`src/design/alt_pkg.sv`:
```
// types and constants shared by the assembly line tokenizer modules
// no dependencies

package alt_pkg;

   // result kinds
   localparam logic [1:0] KIND_TOKEN = 2'd0;
   localparam logic [1:0] KIND_LINE_DONE = 2'd1;
   localparam logic [1:0] KIND_STRING_ERROR = 2'd2;

   // characters the scanner reacts to
   localparam logic [7:0] CH_EOL = 8'h00;
   localparam logic [7:0] CH_SPACE = 8'h20;
   localparam logic [7:0] CH_TAB = 8'h09;
   localparam logic [7:0] CH_COMMA = 8'h2C;
   localparam logic [7:0] CH_SEMI = 8'h3B;
   localparam logic [7:0] CH_QUOTE = 8'h22;
   localparam logic [7:0] CH_BACKSLASH = 8'h5C;

   typedef struct packed {
      logic [7:0] ch;
      logic       new_file;
   } req_type;

   typedef struct packed {
      logic [1:0]  kind;
      logic [7:0]  start_pos;
      logic [7:0]  end_pos;
      logic [15:0] line_number;
      logic [7:0]  token_count;
      logic        last;
   } rsp_type;

   // what one item leaves for the back end: one or two results
   typedef struct packed {
      rsp_type first;
      rsp_type second;
      logic    two;
   } pair_type;

endpackage

```
`src/design/assembly_line_tokenizer_core.sv`:
```
// assembly line tokenizer: one character item in, token and line reports out
// ports: req_push/req_full/req_item in, rsp_empty/rsp_pop/rsp_item out
// depends on alt_pkg, alt_front, alt_queue, alt_back
//
// Input is a queue-like channel: an item (one character plus new_file) is
// taken at a clock edge with req_push high and req_full low. Byte 0 ends a
// line. Each item gives zero, one or two results; results leave through the
// rsp channel, the oldest shown while rsp_empty is low and taken on rsp_pop.
// The front end classifies one character per cycle while the queue has room
// and writes the results of an item as one entry into a four-entry queue;
// the back end hands out one result per cycle from its output register while
// the receiver pops, so two-result items (a comma after a token, a line end
// inside a token) leave one after the other; the output side sets the
// sustained rate. The first result of an item is written to the queue at the
// edge that takes it and then loaded into the output register.
// When the receiver stalls the queue fills and req_full rises; nothing is
// lost. Synchronous reset clears the queue and output register and puts the
// scanner in search mode with line number 1. An unterminated string halts
// the scanner, which then drops items until one arrives with new_file set.

module assembly_line_tokenizer_core #(
   parameter int MAX_LINE = 256
) (
   input  logic             clock,
   input  logic             reset,
   input  logic             req_push,
   output logic             req_full,
   input  alt_pkg::req_type req_item,
   output logic             rsp_empty,
   input  logic             rsp_pop,
   output alt_pkg::rsp_type rsp_item
);

   logic              accept;
   logic              f_push;
   alt_pkg::pair_type f_entry;
   logic              q_empty;
   logic              q_pop;
   alt_pkg::pair_type q_head;

   assign accept = req_push && !req_full;

   alt_front #(
      .MAX_LINE(MAX_LINE)
   ) u_front (
      .clock(clock),
      .reset(reset),
      .accept(accept),
      .req_item(req_item),
      .push(f_push),
      .entry(f_entry)
   );

   alt_queue #(
      .DEPTH(4)
   ) u_queue (
      .clock(clock),
      .reset(reset),
      .push(f_push),
      .push_data(f_entry),
      .full(req_full),
      .pop(q_pop),
      .empty(q_empty),
      .head(q_head)
   );

   alt_back u_back (
      .clock(clock),
      .reset(reset),
      .q_empty(q_empty),
      .q_head(q_head),
      .q_pop(q_pop),
      .rsp_empty(rsp_empty),
      .rsp_pop(rsp_pop),
      .rsp_item(rsp_item)
   );

endmodule

```
`src/design/alt_front.sv`:
```
// front end: scanner state and classification of each character item
// depends on alt_pkg

module alt_front #(
   parameter int MAX_LINE = 256
) (
   input  logic              clock,
   input  logic              reset,
   input  logic              accept,
   input  alt_pkg::req_type  req_item,
   output logic              push,
   output alt_pkg::pair_type entry
);

   localparam int PosCap = ((MAX_LINE - 1) > 255) ? 255 : (MAX_LINE - 1);
   localparam logic [7:0] PosCapW = 8'(PosCap);

   typedef enum logic [1:0] {
      SEARCH,
      GRAB,
      QUOTE,
      IGNORE
   } mode_type;

   mode_type    mode_ff, mode_in, mode_e;
   logic [7:0]  pos_ff, pos_in, pos_e;
   logic [7:0]  begin_ff, begin_in, begin_e;
   logic        bs_ff, bs_in, bs_e;
   logic [7:0]  tok_ff, tok_in, tok_e;
   logic [15:0] line_ff, line_in, line_e;
   logic        halt_ff, halt_in, halt_e;

   logic [7:0]  ch;
   logic        blank;
   logic        eol;
   logic [1:0]  n;
   logic [7:0]  end_before;
   logic [7:0]  tok1, tok2;
   alt_pkg::rsp_type r0, r1;

   always_comb begin
      ch = req_item.ch;
      blank = (ch == alt_pkg::CH_SPACE) || (ch == alt_pkg::CH_TAB);

      // a new file starts a fresh line and clears the halt
      mode_e = req_item.new_file ? SEARCH : mode_ff;
      pos_e = req_item.new_file ? 8'd0 : pos_ff;
      begin_e = req_item.new_file ? 8'd0 : begin_ff;
      bs_e = req_item.new_file ? 1'b0 : bs_ff;
      tok_e = req_item.new_file ? 8'd0 : tok_ff;
      line_e = req_item.new_file ? 16'd1 : line_ff;
      halt_e = req_item.new_file ? 1'b0 : halt_ff;

      mode_in = mode_e;
      pos_in = pos_e;
      begin_in = begin_e;
      bs_in = bs_e;
      tok_in = tok_e;
      line_in = line_e;
      halt_in = halt_e;

      end_before = (pos_e > begin_e) ? pos_e - 8'd1 : begin_e;
      tok1 = (tok_e == 8'hFF) ? tok_e : tok_e + 8'd1;
      tok2 = (tok1 == 8'hFF) ? tok1 : tok1 + 8'd1;

      r0 = '{kind: alt_pkg::KIND_TOKEN, start_pos: begin_e, end_pos: end_before,
             line_number: line_e, token_count: tok1, last: 1'b0};
      r1 = '{kind: alt_pkg::KIND_LINE_DONE, start_pos: 8'd0, end_pos: 8'd0,
             line_number: line_e, token_count: tok1, last: 1'b0};
      n = 2'd0;
      eol = 1'b0;

      if (!halt_e) begin
         case (mode_e)
            SEARCH: begin
               if (ch == alt_pkg::CH_EOL) begin
                  eol = 1'b1;
                  r0.kind = alt_pkg::KIND_LINE_DONE;
                  r0.start_pos = 8'd0;
                  r0.end_pos = 8'd0;
                  r0.token_count = tok_e;
                  n = 2'd1;
               end else if (blank) begin
                  mode_in = SEARCH;
               end else if (ch == alt_pkg::CH_QUOTE) begin
                  begin_in = pos_e;
                  mode_in = QUOTE;
               end else if (ch == alt_pkg::CH_SEMI) begin
                  mode_in = IGNORE;
               end else begin
                  begin_in = pos_e;
                  mode_in = GRAB;
               end
            end
            GRAB: begin
               if (ch == alt_pkg::CH_EOL || blank) begin
                  tok_in = tok1;
                  mode_in = SEARCH;
                  n = 2'd1;
                  if (ch == alt_pkg::CH_EOL) begin
                     eol = 1'b1;
                     n = 2'd2;
                  end
               end else if (ch == alt_pkg::CH_COMMA) begin
                  // closed token, then the comma as a token of its own
                  r1.kind = alt_pkg::KIND_TOKEN;
                  r1.start_pos = pos_e;
                  r1.end_pos = pos_e;
                  r1.token_count = tok2;
                  tok_in = tok2;
                  mode_in = SEARCH;
                  n = 2'd2;
               end else if (ch == alt_pkg::CH_SEMI) begin
                  tok_in = tok1;
                  mode_in = IGNORE;
                  n = 2'd1;
               end
            end
            QUOTE: begin
               if (blank) begin
                  tok_in = tok1;
                  mode_in = SEARCH;
                  n = 2'd1;
               end else if (ch == alt_pkg::CH_QUOTE) begin
                  if (!bs_e) begin
                     r0.end_pos = pos_e;
                     tok_in = tok1;
                     mode_in = SEARCH;
                     n = 2'd1;
                  end
               end else if (ch == alt_pkg::CH_EOL) begin
                  r0.kind = alt_pkg::KIND_STRING_ERROR;
                  r0.end_pos = pos_e;
                  r0.token_count = tok_e;
                  halt_in = 1'b1;
                  n = 2'd1;
               end
            end
            default: begin
               if (ch == alt_pkg::CH_EOL) begin
                  eol = 1'b1;
                  r0.kind = alt_pkg::KIND_LINE_DONE;
                  r0.start_pos = 8'd0;
                  r0.end_pos = 8'd0;
                  r0.token_count = tok_e;
                  n = 2'd1;
               end
            end
         endcase

         if (eol) begin
            line_in = (line_e == 16'hFFFF) ? line_e : line_e + 16'd1;
            mode_in = SEARCH;
            pos_in = 8'd0;
            begin_in = 8'd0;
            bs_in = 1'b0;
            tok_in = 8'd0;
         end else if (!halt_in) begin
            pos_in = (pos_e < PosCapW) ? pos_e + 8'd1 : PosCapW;
            bs_in = (ch == alt_pkg::CH_BACKSLASH);
         end
      end

      if (n == 2'd2) begin
         r1.last = 1'b1;
      end else begin
         r0.last = 1'b1;
      end

      push = accept && (n != 2'd0);
      entry.first = r0;
      entry.second = r1;
      entry.two = (n == 2'd2);
   end

   always_ff @(posedge clock) begin
      if (reset) begin
         mode_ff <= SEARCH;
         pos_ff <= 8'd0;
         begin_ff <= 8'd0;
         bs_ff <= 1'b0;
         tok_ff <= 8'd0;
         line_ff <= 16'd1;
         halt_ff <= 1'b0;
      end else if (accept) begin
         mode_ff <= mode_in;
         pos_ff <= pos_in;
         begin_ff <= begin_in;
         bs_ff <= bs_in;
         tok_ff <= tok_in;
         line_ff <= line_in;
         halt_ff <= halt_in;
      end
   end

endmodule

```
`src/design/alt_queue.sv`:
```
// short queue of result pairs between front and back end
// depends on alt_pkg

module alt_queue #(
   parameter int DEPTH = 4
) (
   input  logic              clock,
   input  logic              reset,
   input  logic              push,
   input  alt_pkg::pair_type push_data,
   output logic              full,
   input  logic              pop,
   output logic              empty,
   output alt_pkg::pair_type head
);

   localparam int PtrW = (DEPTH > 1) ? $clog2(DEPTH) : 1;
   localparam int CntW = $clog2(DEPTH + 1);
   localparam logic [PtrW-1:0] LastPtr = PtrW'(DEPTH - 1);
   localparam logic [CntW-1:0] DepthW = CntW'(DEPTH);

   alt_pkg::pair_type slot_ff [DEPTH];
   logic [PtrW-1:0] wr_ff, wr_in, rd_ff, rd_in;
   logic [CntW-1:0] cnt_ff, cnt_in;
   logic do_push, do_pop;

   always_comb begin
      full = (cnt_ff == DepthW);
      empty = (cnt_ff == '0);
      head = slot_ff[rd_ff];
      do_push = push && !full;
      do_pop = pop && !empty;
      wr_in = do_push ? ((wr_ff == LastPtr) ? '0 : wr_ff + 1'b1) : wr_ff;
      rd_in = do_pop ? ((rd_ff == LastPtr) ? '0 : rd_ff + 1'b1) : rd_ff;
      cnt_in = cnt_ff;
      if (do_push && !do_pop) begin
         cnt_in = cnt_ff + 1'b1;
      end else if (do_pop && !do_push) begin
         cnt_in = cnt_ff - 1'b1;
      end
   end

   always_ff @(posedge clock) begin
      if (reset) begin
         wr_ff <= '0;
         rd_ff <= '0;
         cnt_ff <= '0;
      end else begin
         wr_ff <= wr_in;
         rd_ff <= rd_in;
         cnt_ff <= cnt_in;
      end
   end

   always_ff @(posedge clock) begin
      if (do_push) begin
         slot_ff[wr_ff] <= push_data;
      end
   end

endmodule

```
`src/design/alt_back.sv`:
```
// back end: splits result pairs into single items and holds the output register
// depends on alt_pkg

module alt_back (
   input  logic              clock,
   input  logic              reset,
   input  logic              q_empty,
   input  alt_pkg::pair_type q_head,
   output logic              q_pop,
   output logic              rsp_empty,
   input  logic              rsp_pop,
   output alt_pkg::rsp_type  rsp_item
);

   logic             valid_ff, valid_in;
   logic             second_ff, second_in;
   alt_pkg::rsp_type out_ff, out_in;
   logic             load;

   always_comb begin
      // output register takes a new item when it is empty or being drained
      load = (!valid_ff || rsp_pop) && !q_empty;
      valid_in = valid_ff && !rsp_pop;
      second_in = second_ff;
      out_in = out_ff;
      q_pop = 1'b0;
      if (load) begin
         valid_in = 1'b1;
         if (second_ff) begin
            out_in = q_head.second;
            second_in = 1'b0;
            q_pop = 1'b1;
         end else begin
            out_in = q_head.first;
            if (q_head.two) begin
               second_in = 1'b1;
            end else begin
               q_pop = 1'b1;
            end
         end
      end
      rsp_empty = !valid_ff;
      rsp_item = out_ff;
   end

   always_ff @(posedge clock) begin
      if (reset) begin
         valid_ff <= 1'b0;
         second_ff <= 1'b0;
      end else begin
         valid_ff <= valid_in;
         second_ff <= second_in;
      end
   end

   always_ff @(posedge clock) begin
      out_ff <= out_in;
   end

endmodule
```
`config.mk`:
```
export PLATFORM = sky130hd
export DESIGN_NAME = assembly_line_tokenizer_core
export DESIGN_NICKNAME = d
export VERILOG_FILES = /design/src/design/alt_pkg.sv /design/src/design/assembly_line_tokenizer_core.sv /design/src/design/alt_front.sv /design/src/design/alt_queue.sv /design/src/design/alt_back.sv
export SDC_FILE = /design/constraint.sdc
export NUM_CORES = 1
export LEC_CHECK = 0
export BUFFER_PORTS_ARGS = -buffer_cell sky130_fd_sc_hd__buf_2
export CAP_MARGIN = 10
export CORE_ASPECT_RATIO = 1.2
export CORE_UTILIZATION = 44
export DETAILED_ROUTE_END_ITERATION = 8
export SLEW_MARGIN = 10
export SYNTH_ARGS = -nofsm -noshare
export SYNTH_HDL_FRONTEND = slang
export SYNTH_SLANG_ARGS = --single-unit
```
`constraint.sdc`:
```
create_clock -name clock -period 4.6 [get_ports clock]
set_clock_uncertainty 0.1 [all_clocks]
set_input_delay 0.23 -clock clock [delete_from_list [all_inputs] [get_ports clock]]
set_output_delay 0.23 -clock clock [all_outputs]
set_load 0.01 [all_outputs]
```
==> run_results.csv <==
group,metric,value,unit
outcome,status,"complete, no violations",
timing,fin_crit_sh,86.03,%
power,power.density,482.7,nW/um^2
cts,postCtsSetupBuffers,0,
placed_design,dp_slack,0.5892,ns
floorplanning,fp.dieArea,35780,um^2
synth,synthDominantCellAreaShare,55.93,%
timing,tns,0,ns
cts,clk_pin_slew_worst_paths,0.06,ns
global_routing,grt_max_degree,61,
placed_design,port_buffers,57,
synth,async_flop_share,0,%
synth,synth_area_per_cell,13.09,um^2
global_routing,overflow,0,
synth,yosysSeqAreaShare,63.07,%
timing,worstMarginPinSlew,1.044,ns
power,p_leak,6.092,nW
finish,drive_above_1_share,17.28,%
worst_hold_path,hp-start,"reset",
detailed_routing,drt_iter0_drc,784,
timing,max_freq,252.7,MHz
synth,synth_edf_count,287,
synth,synth-main-ff-cell,"edfxtp_1",
timing,hold_viol,0,
timing,slew_viol_final,0,
cts,insertion_delay,0.53,ns
synth,synth_top_area_cell,"edfxtp_1",
synth,syn-num-nets,1213,
cts,htreeDepth,2,
floorplanning,start_util,44.98,%
synth,synth_seq_cells,342,
timing,rsz0062_at_grt,"false",
cts,clock_sinks,342,
finish,diodes,0,
timing,worst_slack,0.6424,ns
setup_path,arrival,4.15,ns
global_routing,grt_use_total,20.93,%
synth,synth_commonest_cells,"edfxtp_1 (287), nand2_1 (150), nor2_1 (86), mux4_2 (61), dfxtp_1 (55)",
cts,cts.repair.resized,0,
global_routing,grt_pass1_vias,10020,
worst_hold_path,hold_path_end,"u_queue.cnt_ff[0]$_SDFFE_PP0P_",
timing,period_minus_slack,3.958,ns
synth,synthTopCellsByArea,"edfxtp_1 (56%), mux4_2 (8.9%), dfxtp_1 (7.1%)",
setup_path,r2r_setup_slack,0.64,ns
timing,finalSetupViolCount,0,
cts,cts_tree,"built",
setup_path,crit_path_end_kind,"flop",
detailed_routing,vias,10020,
setup_path,crit_required,4.79,ns
setup_path,critical_path_class,"reg -> reg",
finish,stdcell_area,17450,um^2
setup_path,r2r-end,"u_queue.slot_ff[0][3]$_DFFE_PP_",
synth,syn_inst,1177,
placed_design,hpwl,24380,um
detailed_routing,via_per_inst,5.815,
timing,relSlewSlack,30.40,%
floorplanning,num_rows,74,
detailed_routing,drc,0,
cts,cts_buffer_depth,3,
synth,synthDistinctLibCells,76,
global_routing,grt_pass1_wl,58240,um
floorplanning,fp.dieH,207.0,um
worst_hold_path,hold_class,"in -> reg",
synth,yosysMostFrequentCell,"edfxtp_1",
detailed_routing,first_pass_iters,5,
cts,cts_root_buf,"clkbuf_16",
floorplanning,core,34260,um^2
setup_path,r2r-start,"u_front.tok_ff[0]$_SDFFE_PP0P_",
setup_path,reg2reg_depth,9,
synth,netlist_area,15410,um^2
setup_path,critPathLaunchType,"flop",
cts,cts_buffers,36,
setup_path,cp_max_fo,12,
finish,final_nets,1275,
global_routing,antenna_found_initial,0,
floorplanning,io_pins,58,
power,peakVddDrop,0.2912,mV
detailed_routing,routed_wl,36940,um
placed_design,place_area,16300,um^2
placed_design,place.gp.congestion,0.9022,
detailed_routing,detail-route-antenna-nets,0,
synth,yosys_warnings,0,
job,maxCapViolCount,0,
worst_hold_path,hold_path_depth,2,
floorplanning,dieWidth,172.8,um
finish,areaGrowthSynthToFinish,13.22,%
detailed_routing,avgRoutedWirePerCell,21.44,um
## sequential cells by signal (all words and copies together), names as in the netlist, named ones only
name	cells
u_back.rsp_item	43
u_back.second_ff	1
u_back.valid_ff	1
u_front.begin_ff	8
u_front.bs_ff	1
u_front.halt_ff	1
u_front.line_ff	16
u_front.mode_ff	2
u_front.pos_ff	8
u_front.tok_ff	8
u_queue.cnt_ff	3
u_queue.rd_ff	2
u_queue.slot_ff	244
u_queue.wr_ff	2
## what timing repair did
item                                   in CTS  in global routing
hold buffers                                1                  0
endpoints found under the hold margin       1                  0
setup endpoints to repair                   0                  0
## cells by family (layout without fill, tap and decap cells)
logic type               count (synthesis)  after routing  share of synthesized area (%)
flip-flops                             342            342                          63.07
AO/OA/AOI/OAI                          212            212                          8.948
adder cells (fa/ha/maj)                 23             23                          1.916
buffers and inverters                  102            192                          2.549
AND/OR/NAND/NOR                        403            403                          12.59
XOR/XNOR                                25             25                          1.421
multiplexers                            70             70                          9.508
## through the flow
step / hold WS, ns / total power, mW / instances / utilization [%]
final: 0.02905 / 8.422 / 1723 / 50.93
after detailed placement: 0.3490 / 5.721 / 1656 / 47.57
after global placement: 0.3505 / 5.701 / 1656 / 47.57
after global routing: 0.02623 / 8.807 / 1723 / 50.93
after floorplan: 0.3078 / 5.115 / 1177 / -
after CTS: 0.001591 / 8.536 / 1723 / 50.93
## cell type report
cell class | count | area (um^2)
timing repair buffer | 90 | 573.1
inverter | 36 | 135.1
clock inverter | 18 | 152.6
tap | 456 | 570.5
clock buffer | 48 | 988.4
sequential | 342 | 9724
multi-input combinational | 733 | 5303
fill | 3046 | 16810
## worst max-delay path, cell delays in order (launching register included)
cell and delay (ns):
dfxtp_1 0.45, nor2b_1 0.47, ha_1 0.46, nand4_2 0.26, or3_1 0.63, o31a_1 0.34, or3_1 0.37, nor2_2 0.28
nor3_1 0.08, a31oi_1 0.31
## layout by cell type (no fill, tap or decap), types with 5 or more instances in the layout
| master | count |
|---|---|
| a21oi_1 | 54 |
| buf_2 | 57 |
| nand3_1 | 30 |
| a31oi_1 | 11 |
| mux2i_1 | 8 |
| xnor2_1 | 8 |
| or3_1 | 15 |
| nor2_1 | 86 |
| clkinv_1 | 9 |
| nor4_1 | 7 |
| dfxtp_1 | 53 |
| o21ai_0 | 46 |
| o31ai_1 | 8 |
| and2_1 | 6 |
| ha_1 | 22 |
| buf_4 | 29 |
| o22ai_1 | 11 |
| a211oi_1 | 6 |
| nand4_1 | 11 |
| clkbuf_16 | 38 |
| o211ai_1 | 8 |
| nand2_1 | 150 |
| a22oi_1 | 9 |
| nand2b_1 | 6 |
| inv_1 | 35 |
| a21o_1 | 6 |
| nor2b_1 | 24 |
| a31o_2 | 5 |
| and3_1 | 10 |
| clkbuf_1 | 10 |
| xor2_1 | 17 |
| mux4_2 | 61 |
| edfxtp_1 | 287 |
| nor3_1 | 27 |
## metal layers
metal  wire, um  GRT usage, %  vias up
met2      17590         34.62      337
li1           -             -     4633
met1      16150         27.95     4960
met5          0             0        -
met4       1130         7.415        0
met3       2071         3.414       89
## power breakdown
part	switching, mW	leakage [nW]	internal [mW]	total, mW
Clock	1.17	0.546	1.63	2.81
Sequential	0.159	3.18	3.77	3.93
Combinational	0.996	2.36	0.687	1.68
Total	2.33	6.09	6.09	8.42
## worst max-delay path by stage
stage	from	to
floorplan	req_item[0]	u_queue.cnt_ff[2]$_SDFFE_PP0P_
global placement	req_item[5]	u_queue.slot_ff[1][59]$_DFFE_PP_
detailed placement	req_item[5]	u_queue.slot_ff[1][59]$_DFFE_PP_
CTS	u_front.tok_ff[0]$_SDFFE_PP0P_	u_queue.slot_ff[0][3]$_DFFE_PP_
global route	u_front.tok_ff[0]$_SDFFE_PP0P_	u_queue.slot_ff[2][3]$_DFFE_PP_
finish	u_front.tok_ff[0]$_SDFFE_PP0P_	u_queue.slot_ff[0][3]$_DFFE_PP_
Power figures use the tool's default switching activity.
